File: config.mk
export PLATFORM = sky130hd
export DESIGN_NAME = fifo_replacement_key_value_cache
export DESIGN_NICKNAME = d
export VERILOG_FILES = /design/src/rtl/frkv_pkg.sv /design/src/rtl/frkv_ram.sv /design/src/rtl/fifo_replacement_key_value_cache.sv
export VERILOG_INCLUDE_DIRS = /design/src /design/src/rtl
export SDC_FILE = /design/constraint.sdc
export NUM_CORES = 1
export LEC_CHECK = 0
export ABC_AREA = 1
export BUFFER_PORTS_ARGS = -buffer_cell sky130_fd_sc_hd__buf_2
export CORE_ASPECT_RATIO = 1.25
export CORE_MARGIN = 3
export CORE_UTILIZATION = 35
export CTS_CLUSTER_SIZE = 12
export DETAILED_ROUTE_END_ITERATION = 7
export REMOVE_ABC_BUFFERS = 1
export SYNTH_ARGS = -nofsm -noshare
export SYNTH_HDL_FRONTEND = slang
export SYNTH_SLANG_ARGS = --single-unit
File: constraint.sdc
create_clock -name i_clk -period 5.2 [get_ports i_clk]
set_clock_uncertainty 0.1 [all_clocks]
set_input_delay 0.52 -clock i_clk [delete_from_list [all_inputs] [get_ports i_clk]]
set_output_delay 0.52 -clock i_clk [all_outputs]
set_load 0.01 [all_outputs]
File: src/rtl/fifo_replacement_key_value_cache_defines.svh
// ----------------------------------------------------------------------------
// fifo_replacement_key_value_cache_defines.svh
// Assertion macros shared by the cache RTL. They expand to nothing in synthesis.
// ----------------------------------------------------------------------------
`ifndef FIFO_REPLACEMENT_KEY_VALUE_CACHE_DEFINES_SVH
`define FIFO_REPLACEMENT_KEY_VALUE_CACHE_DEFINES_SVH

`ifndef SYNTHESIS

// A property that must hold at every clock edge out of reset.
`define FRKV_ASSERT(lbl, clk, rstn, prop, msg) \
    lbl: assert property (@(posedge clk) disable iff (!rstn) (prop)) \
        else $error(msg);

// When the antecedent holds, the consequent must hold in the next cycle.
`define FRKV_ASSERT_NEXT(lbl, clk, rstn, ante, cons, msg) \
    lbl: assert property (@(posedge clk) disable iff (!rstn) (ante) |=> (cons)) \
        else $error(msg);

`else

`define FRKV_ASSERT(lbl, clk, rstn, prop, msg)
`define FRKV_ASSERT_NEXT(lbl, clk, rstn, ante, cons, msg)

`endif

`endif

File: src/rtl/frkv_pkg.sv
// ----------------------------------------------------------------------------
// frkv_pkg
// Sizes, request codes and helper functions of the FIFO replacement cache.
// ----------------------------------------------------------------------------
package frkv_pkg;

    localparam int ENTRIES    = 16;
    localparam int KEY_BITS   = 32;
    localparam int VALUE_BITS = 32;

    // Fixed port widths.
    localparam int REQ_PORT_W   = 2;
    localparam int KEY_PORT_W   = 32;
    localparam int VALUE_PORT_W = 32;
    localparam int COUNT_PORT_W = 5;

    // Stored widths: only the low bits of a port word are kept.
    localparam int KEY_W   = (KEY_BITS < KEY_PORT_W) ? KEY_BITS : KEY_PORT_W;
    localparam int VALUE_W = (VALUE_BITS < VALUE_PORT_W) ? VALUE_BITS : VALUE_PORT_W;
    localparam int SLOT_W  = (ENTRIES > 1) ? $clog2(ENTRIES) : 1;
    localparam int COUNT_W = $clog2(ENTRIES + 1);
    localparam int LINE_W  = KEY_W + VALUE_W;

    typedef logic [REQ_PORT_W-1:0] t_req;
    typedef logic [SLOT_W-1:0]     t_slot;
    typedef logic [COUNT_W-1:0]    t_count;

    localparam t_req REQ_LOOKUP = 2'd0;
    localparam t_req REQ_PUT    = 2'd1;
    localparam t_req REQ_CLEAR  = 2'd2;
    localparam t_req REQ_NOP    = 2'd3;

    // A capacity of zero means one entry; anything above the slot count means all.
    function automatic t_count clamp_capacity(logic [COUNT_PORT_W-1:0] v);
        t_count c;
        if (v == '0) begin
            c = COUNT_W'(1);
        end else if (int'(v) > ENTRIES) begin
            c = COUNT_W'(ENTRIES);
        end else begin
            c = COUNT_W'(v);
        end
        return c;
    endfunction

endpackage

File: src/rtl/frkv_ram.sv
// ----------------------------------------------------------------------------
// frkv_ram
// Simple dual-port RAM: one write port, one read port with registered data.
// ----------------------------------------------------------------------------
module frkv_ram #(
    parameter int WIDTH = 8,
    parameter int DEPTH = 16
) (
    input  logic                                      i_clk,
    input  logic                                      i_we,
    input  logic [((DEPTH > 1) ? $clog2(DEPTH) : 1)-1:0] i_waddr,
    input  logic [WIDTH-1:0]                          i_wdata,
    input  logic                                      i_re,
    input  logic [((DEPTH > 1) ? $clog2(DEPTH) : 1)-1:0] i_raddr,
    output logic [WIDTH-1:0]                          o_rdata
);

    logic [WIDTH-1:0] r_mem [DEPTH];
    logic [WIDTH-1:0] r_rdata;

    always_ff @(posedge i_clk) begin
        if (i_we) begin
            r_mem[i_waddr] <= i_wdata;
        end
        if (i_re) begin
            r_rdata <= r_mem[i_raddr];
        end
    end

    assign o_rdata = r_rdata;

endmodule

File: src/rtl/fifo_replacement_key_value_cache.sv
// ----------------------------------------------------------------------------
// fifo_replacement_key_value_cache
// Fully associative key/value store with first-in-first-out replacement.
// ----------------------------------------------------------------------------
// Usage. A request enters on the input channel (i_in_valid / o_in_ready) with a
// request type, a key and a write value. Lookup returns found and the stored
// value; put updates a present key in place or inserts a new one, evicting the
// oldest entry when the store holds capacity entries; clear empties the store.
// Each request produces exactly one response on the output channel
// (o_out_valid / i_out_ready) carrying found, read_value and the occupancy
// after the request. The capacity register is written through i_cfg_we and
// i_cfg_wdata, takes effect only while the store is empty, and resets to 16.
// Timing. Keys and values share one RAM with a registered read. Lookup and put
// scan the slots one per cycle, stopping at the slot that holds the key or, on a
// miss, at the last slot in use; clear and the unused code skip the scan. The
// response appears in the cycle after the commit step. The response sits in an
// output register, so the block accepts the next request while it waits; if
// the receiver stalls, the following request waits in its commit step until
// the register frees up.
// Reset (synchronous, active low) empties the store and idles the channels;
// the RAM contents are left alone since no valid mark points at them.
// ----------------------------------------------------------------------------
`include "fifo_replacement_key_value_cache_defines.svh"

module fifo_replacement_key_value_cache (
    input  logic                               i_clk,
    input  logic                               i_rst_n,
    // Configuration write port.
    input  logic                               i_cfg_we,
    input  logic [frkv_pkg::COUNT_PORT_W-1:0]  i_cfg_wdata,
    // Request channel.
    input  logic                               i_in_valid,
    output logic                               o_in_ready,
    input  logic [frkv_pkg::REQ_PORT_W-1:0]    i_req_type,
    input  logic [frkv_pkg::KEY_PORT_W-1:0]    i_key,
    input  logic [frkv_pkg::VALUE_PORT_W-1:0]  i_write_value,
    // Response channel.
    output logic                               o_out_valid,
    input  logic                               i_out_ready,
    output logic                               o_found,
    output logic [frkv_pkg::VALUE_PORT_W-1:0]  o_read_value,
    output logic [frkv_pkg::COUNT_PORT_W-1:0]  o_occupancy
);

    import frkv_pkg::*;

    localparam int SUM_W = COUNT_W + 1;

    typedef enum logic [2:0] {
        S_IDLE   = 3'b001,
        S_SCAN   = 3'b010,
        S_COMMIT = 3'b100
    } t_state;

    // Control state.
    t_state             r_state, n_state;
    logic [ENTRIES-1:0] r_valid, n_valid;
    t_slot              r_oldest, n_oldest;
    t_count             r_count, n_count;
    t_count             r_cap, n_cap;
    logic               r_out_valid;

    // Scan bookkeeping.
    t_slot r_addr;
    logic  r_issue_done;
    logic  r_pend;
    t_slot r_pend_addr;
    logic  r_hit;
    t_slot r_hit_slot;

    // Request and response payload.
    t_req               r_req;
    logic [KEY_W-1:0]   r_key;
    logic [VALUE_W-1:0] r_wval;
    logic [VALUE_W-1:0] r_hit_val;
    logic               r_found;
    logic [VALUE_W-1:0] r_rdval;
    t_count             r_occ;

    // RAM port signals.
    logic              ram_we;
    t_slot             ram_waddr;
    logic              ram_re;
    logic [LINE_W-1:0] ram_rdata;
    logic [KEY_W-1:0]  rd_key;
    logic [VALUE_W-1:0] rd_val;

    // Datapath.
    logic               in_go;
    logic               scan_req;
    logic               cmp_hit;
    logic               scan_end;
    logic               commit_go;
    logic               full;
    t_count             cap_m1;
    t_slot              last_slot;
    logic [SUM_W-1:0]   pos_sum;
    logic [SUM_W-1:0]   next_sum;
    t_slot              ins_pos;
    t_slot              oldest_next;
    logic               n_found;
    logic [VALUE_W-1:0] n_rdval;

    // The scan runs over the slots in use, 0 to capacity - 1.
    assign cap_m1    = r_cap - COUNT_W'(1);
    assign last_slot = cap_m1[SLOT_W-1:0];

    assign o_in_ready = (r_state == S_IDLE);
    assign in_go      = i_in_valid && o_in_ready;
    assign scan_req   = (t_req'(i_req_type) == REQ_LOOKUP) || (t_req'(i_req_type) == REQ_PUT);

    assign rd_key  = ram_rdata[LINE_W-1:VALUE_W];
    assign rd_val  = ram_rdata[VALUE_W-1:0];
    assign cmp_hit = r_pend && r_valid[r_pend_addr] && (rd_key == r_key);
    assign scan_end = r_pend && (cmp_hit || (r_pend_addr == last_slot));

    assign ram_re = (r_state == S_SCAN) && !r_issue_done;

    // The commit step waits only while an older response is still unclaimed.
    assign commit_go = (r_state == S_COMMIT) && (!r_out_valid || i_out_ready);

    // Insertion point: the newest ring position after the oldest entry.
    assign full     = (r_count >= r_cap);
    assign pos_sum  = SUM_W'(r_oldest) + SUM_W'(r_count);
    assign next_sum = SUM_W'(r_oldest) + SUM_W'(1);
    always_comb begin
        if (pos_sum >= SUM_W'(r_cap)) begin
            ins_pos = SLOT_W'(pos_sum - SUM_W'(r_cap));
        end else begin
            ins_pos = pos_sum[SLOT_W-1:0];
        end
        if (next_sum >= SUM_W'(r_cap)) begin
            oldest_next = '0;
        end else begin
            oldest_next = next_sum[SLOT_W-1:0];
        end
    end

    // A put on a hit rewrites its slot. A put on a miss in a full store
    // evicts the oldest entry and reuses its slot, which is exactly the
    // newest ring position once the oldest mark moves on.
    assign ram_we    = commit_go && (r_req == REQ_PUT);
    assign ram_waddr = r_hit ? r_hit_slot : (full ? r_oldest : ins_pos);

    frkv_ram #(
        .WIDTH (LINE_W),
        .DEPTH (ENTRIES)
    ) u_ram (
        .i_clk   (i_clk),
        .i_we    (ram_we),
        .i_waddr (ram_waddr),
        .i_wdata ({r_key, r_wval}),
        .i_re    (ram_re),
        .i_raddr (r_addr),
        .o_rdata (ram_rdata)
    );

    // Next control state and the response of the request being committed.
    always_comb begin
        n_state  = r_state;
        n_valid  = r_valid;
        n_oldest = r_oldest;
        n_count  = r_count;
        n_cap    = r_cap;
        n_found  = 1'b0;
        n_rdval  = '0;

        case (r_state)
            S_IDLE: begin
                if (in_go) begin
                    n_state = scan_req ? S_SCAN : S_COMMIT;
                end
            end
            S_SCAN: begin
                if (scan_end) begin
                    n_state = S_COMMIT;
                end
            end
            S_COMMIT: begin
                if (commit_go) begin
                    n_state = S_IDLE;
                end
            end
            default: begin
                n_state = S_IDLE;
            end
        endcase

        case (r_req)
            REQ_LOOKUP: begin
                n_found = r_hit;
                n_rdval = r_hit ? r_hit_val : '0;
            end
            REQ_PUT: begin
                n_found = r_hit;
                if (commit_go && !r_hit) begin
                    if (full) begin
                        // Count and the reused slot's valid mark stay as they are.
                        n_oldest = oldest_next;
                    end else begin
                        n_valid[ins_pos] = 1'b1;
                        n_count = r_count + COUNT_W'(1);
                    end
                end
            end
            REQ_CLEAR: begin
                if (commit_go) begin
                    n_valid  = '0;
                    n_oldest = '0;
                    n_count  = '0;
                end
            end
            default: begin
                // The unused request code changes nothing.
            end
        endcase

        // Capacity changes only on an empty store and restarts the ring.
        if (i_cfg_we && (r_count == '0)) begin
            n_cap    = clamp_capacity(i_cfg_wdata);
            n_oldest = '0;
        end
    end

    always_ff @(posedge i_clk) begin
        if (!i_rst_n) begin
            r_state     <= S_IDLE;
            r_valid     <= '0;
            r_oldest    <= '0;
            r_count     <= '0;
            r_cap       <= clamp_capacity(COUNT_PORT_W'(16));
            r_out_valid <= 1'b0;
            r_pend      <= 1'b0;
        end else begin
            r_state  <= n_state;
            r_valid  <= n_valid;
            r_oldest <= n_oldest;
            r_count  <= n_count;
            r_cap    <= n_cap;
            if (commit_go) begin
                r_out_valid <= 1'b1;
            end else if (i_out_ready) begin
                r_out_valid <= 1'b0;
            end
            r_pend <= ram_re;
        end
    end

    // Request capture, scan pointers and the response register.
    always_ff @(posedge i_clk) begin
        if (in_go) begin
            r_req        <= t_req'(i_req_type);
            r_key        <= i_key[KEY_W-1:0];
            r_wval       <= i_write_value[VALUE_W-1:0];
            r_hit        <= 1'b0;
            r_addr       <= '0;
            r_issue_done <= 1'b0;
        end else begin
            if (ram_re) begin
                r_pend_addr <= r_addr;
                if (r_addr == last_slot) begin
                    r_issue_done <= 1'b1;
                end else begin
                    r_addr <= r_addr + SLOT_W'(1);
                end
            end
            if ((r_state == S_SCAN) && cmp_hit) begin
                r_hit      <= 1'b1;
                r_hit_slot <= r_pend_addr;
                r_hit_val  <= rd_val;
            end
        end
        if (commit_go) begin
            r_found <= n_found;
            r_rdval <= n_rdval;
            r_occ   <= n_count;
        end
    end

    assign o_out_valid  = r_out_valid;
    assign o_found      = r_found;
    assign o_read_value = VALUE_PORT_W'(r_rdval);
    assign o_occupancy  = COUNT_PORT_W'(r_occ);

    // The valid marks and the entry count describe the same set of slots.
    `FRKV_ASSERT(a_count_matches_valid, i_clk, i_rst_n,
        $countones(r_valid) == int'(r_count), "entry count differs from valid marks")
    `FRKV_ASSERT(a_count_within_cap, i_clk, i_rst_n,
        r_count <= r_cap, "entry count exceeds capacity")
    `FRKV_ASSERT(a_oldest_within_cap, i_clk, i_rst_n,
        SUM_W'(r_oldest) < SUM_W'(r_cap), "oldest slot outside the ring")
    `FRKV_ASSERT_NEXT(a_clear_empties, i_clk, i_rst_n,
        commit_go && (r_req == REQ_CLEAR), (r_count == '0) && (r_valid == '0),
        "clear left entries behind")

endmodule

==> reports/metrics.csv <==
metric,value,unit
cts_tree,built,
cts_setup_buffers,0,
grt_use_total,0.159,
drive_above_1_share,0.113,
slew_violations,0,
yosys-top-cells-count,"edfxtp_1, nor2_1, o21ai_0",
p_per_area,408,mW/mm^2
first_pass_iters,6,
cts.repair.resized,0,
clock_latency,750,ps
tightest_slew,1090,ps
clkTransAtPathRegs,60,ps
grt_antenna_before_repair,3,
yosys.area_share.adder,0.00755,
vias_per_cell,5.17,
rr_worst_depth,17,
ios,116,
grt_pass1_wl,180000,um
synthesis.area,0.0501,sq mm
startpoint_type,flop,
nNetsFinal,3745,
multi_input_area,0.0108,sq mm
drtIter0Drc,2541,
gp_congestion,0.810,
dp.cells,5304,
yosys.area.top_type,edfxtp_1,
pre_cts_slack,843,ps
hold_viol,0,
numCtsBuffers,134,
yosysMostFrequentCell,edfxtp_1,
synth-async-reset-ratio,0,
nFillCells,12900,
postCtsHoldBufs,72,
ctsLongestPathBuffers,3,
ys_warn_count,0,
critical_path.max_fanout,31,
dieArea,0.148,sq mm
drv_cap,0,
synth_top_area_frac,0.739,
min_period,4370,ps
synth_compound_area_frac,0.0844,
synth_ff_type,edfxtp_1,
chipHeight,429,um
timing_worst_setup_path_type,flop to flop,
area_growth,15.2,%
critPathArrivalTime,4690,ps
num_vias,28900,
seq_area,0.0378,sq mm
muxShareOfSynthArea,0.0396,
post-route-period-util,0.839,
routed_wl,119000,um
synth_seq_area_share,0.755,
finalWorstSetupSlack,835,ps
placementRows,154,
power.total,23500,uW
yosys.area_share.simple,0.0774,
synth_top_family_by_area,compound AO/OA/AOI/OAI gates,
grt_pass1_vias,29000,
avgRoutedWirePerCell,21.3,um
hp-class,primary input to flop,
port_buffers,115,
min_path_cells,4,
drc,0,
leakage,0.0187,uW
cp-end-kind,flop,
dieWidth,344,um
stdcell_count,5590,
root_buffer,clkbuf_16,
initial_core_util,0.354,
postSynthCellCount,3446,
synth_edf_count,1232,
htreeDepth,4,
yosys-top-cells-area,"edfxtp_1, mux2i_1, nor2_1",
fmax,0.229,GHz
synth_seq_cells,1273,
synth-xor-area-share,0.00400,
required,5520,ps
slew_headroom,0.272,
synth.distinct_cells,51,
status,finished clean,
cts.sinks,1273,
synth_area_per_cell,14.5,sq um
final_cell_area,0.0577,sq mm
grt-ovfl-total,0,
rsz0062_at_grt,no,
fin_hold_ws,63.7,ps
setup_violations,0,
grt_start_max_net_pins,150,
ir_worst_vdd,0.432,mV
ant_nets,0,
hpwlAfterDp,62600,um
dpl-instance-area,0.0530,sq mm
core,0.141,sq mm
## registers in the layout, summed over array words and instances, names as in the netlist, 2 cells and up
name           flops
r_pend_addr        4
r_cap              5
r_addr             4
r_req              2
r_oldest           4
o_read_value      32
u_ram.r_mem     1024
r_wval            32
r_key             32
u_ram.o_rdata     64
r_state            3
r_valid           16
r_count            5
r_hit_slot         4
o_occupancy        5
r_hit_val         32
## worst max-delay path, cell delays in order, from the launching register on
cell     delay, ps
dfxtp_1        430
ha_1           220
inv_1           60
fa_1           400
xnor2_1        230
ha_1           320
nand2_1         90
a21oi_1         50
o21ai_2        230
nand2_2        120
nand2_1         90
nand3_1         60
nand2_1         70
nand2_1        120
inv_1          100
nand3_1        320
nor2_4         670
buf_12         330
## cell families after synthesis
logic type      after synthesis
compound gates              637
xor+xnor                     22
fa+ha+maj                    29
buf+inv                     358
flops                      1273
mux                         198
simple gates                929
## per-layer routing
layer	part of all wire	track usage
met5	0.00011	0
met4	0.028	0.0534
met3	0.057	0.0297
met2	0.49	0.264
met1	0.43	0.211
## area by class of cell
class                           count  area share
Antenna cell                        1   0.0000434
Clock buffer                      173      0.0627
Clock inverter                     40     0.00530
Inverter                          161      0.0107
Multi-Input combinational cell   1815       0.187
Sequential cell                  1273       0.656
Tap cell                         1872      0.0406
Timing Repair Buffer              255      0.0370
## worst paths after layout
check        slack [ps]              from                 end
min reg2reg         310  u_ram.o_rdata[9]        r_hit_val[9]
max reg2reg         830       r_oldest[0]  u_ram.r_mem[5][61]
min                  60        i_in_valid          r_state[0]
max                 830       r_oldest[0]  u_ram.r_mem[5][61]
## where the power goes
| group | internal (uW) | switching, uW |
|---|---|---|
| logic | 846 | 1750 |
| registers | 11800 | 395 |
| clock network | 4970 | 3770 |
| total | 17600 | 5920 |
## stage by stage
| step | TNS, ps | util |
|---|---|---|
| floorplan | -1581300 | - |
| global placement | 0 | 0.375 |
| detailed placement | 0 | 0.375 |
| CTS | 0 | 0.408 |
| global route | 0 | 0.408 |
| finish | 0 | 0.408 |
## cell usage in the layout (no fill, tap or decap), types with 33 or more instances in the layout
cell	Yosys	layout
edfxtp_1	1232	1232
nor2_1	492	473
o21ai_0	298	298
nand2_1	232	231
mux2i_1	198	198
o221ai_1	198	198
inv_1	152	150
clkbuf_16	0	139
nand3_1	118	118
buf_2	33	115
dlygate4sd3_1	0	72
buf_4	8	42
dfxtp_1	41	37
o211ai_1	36	36
clkbuf_1	123	33
Note: power is estimated with default switching activity, not from simulation.
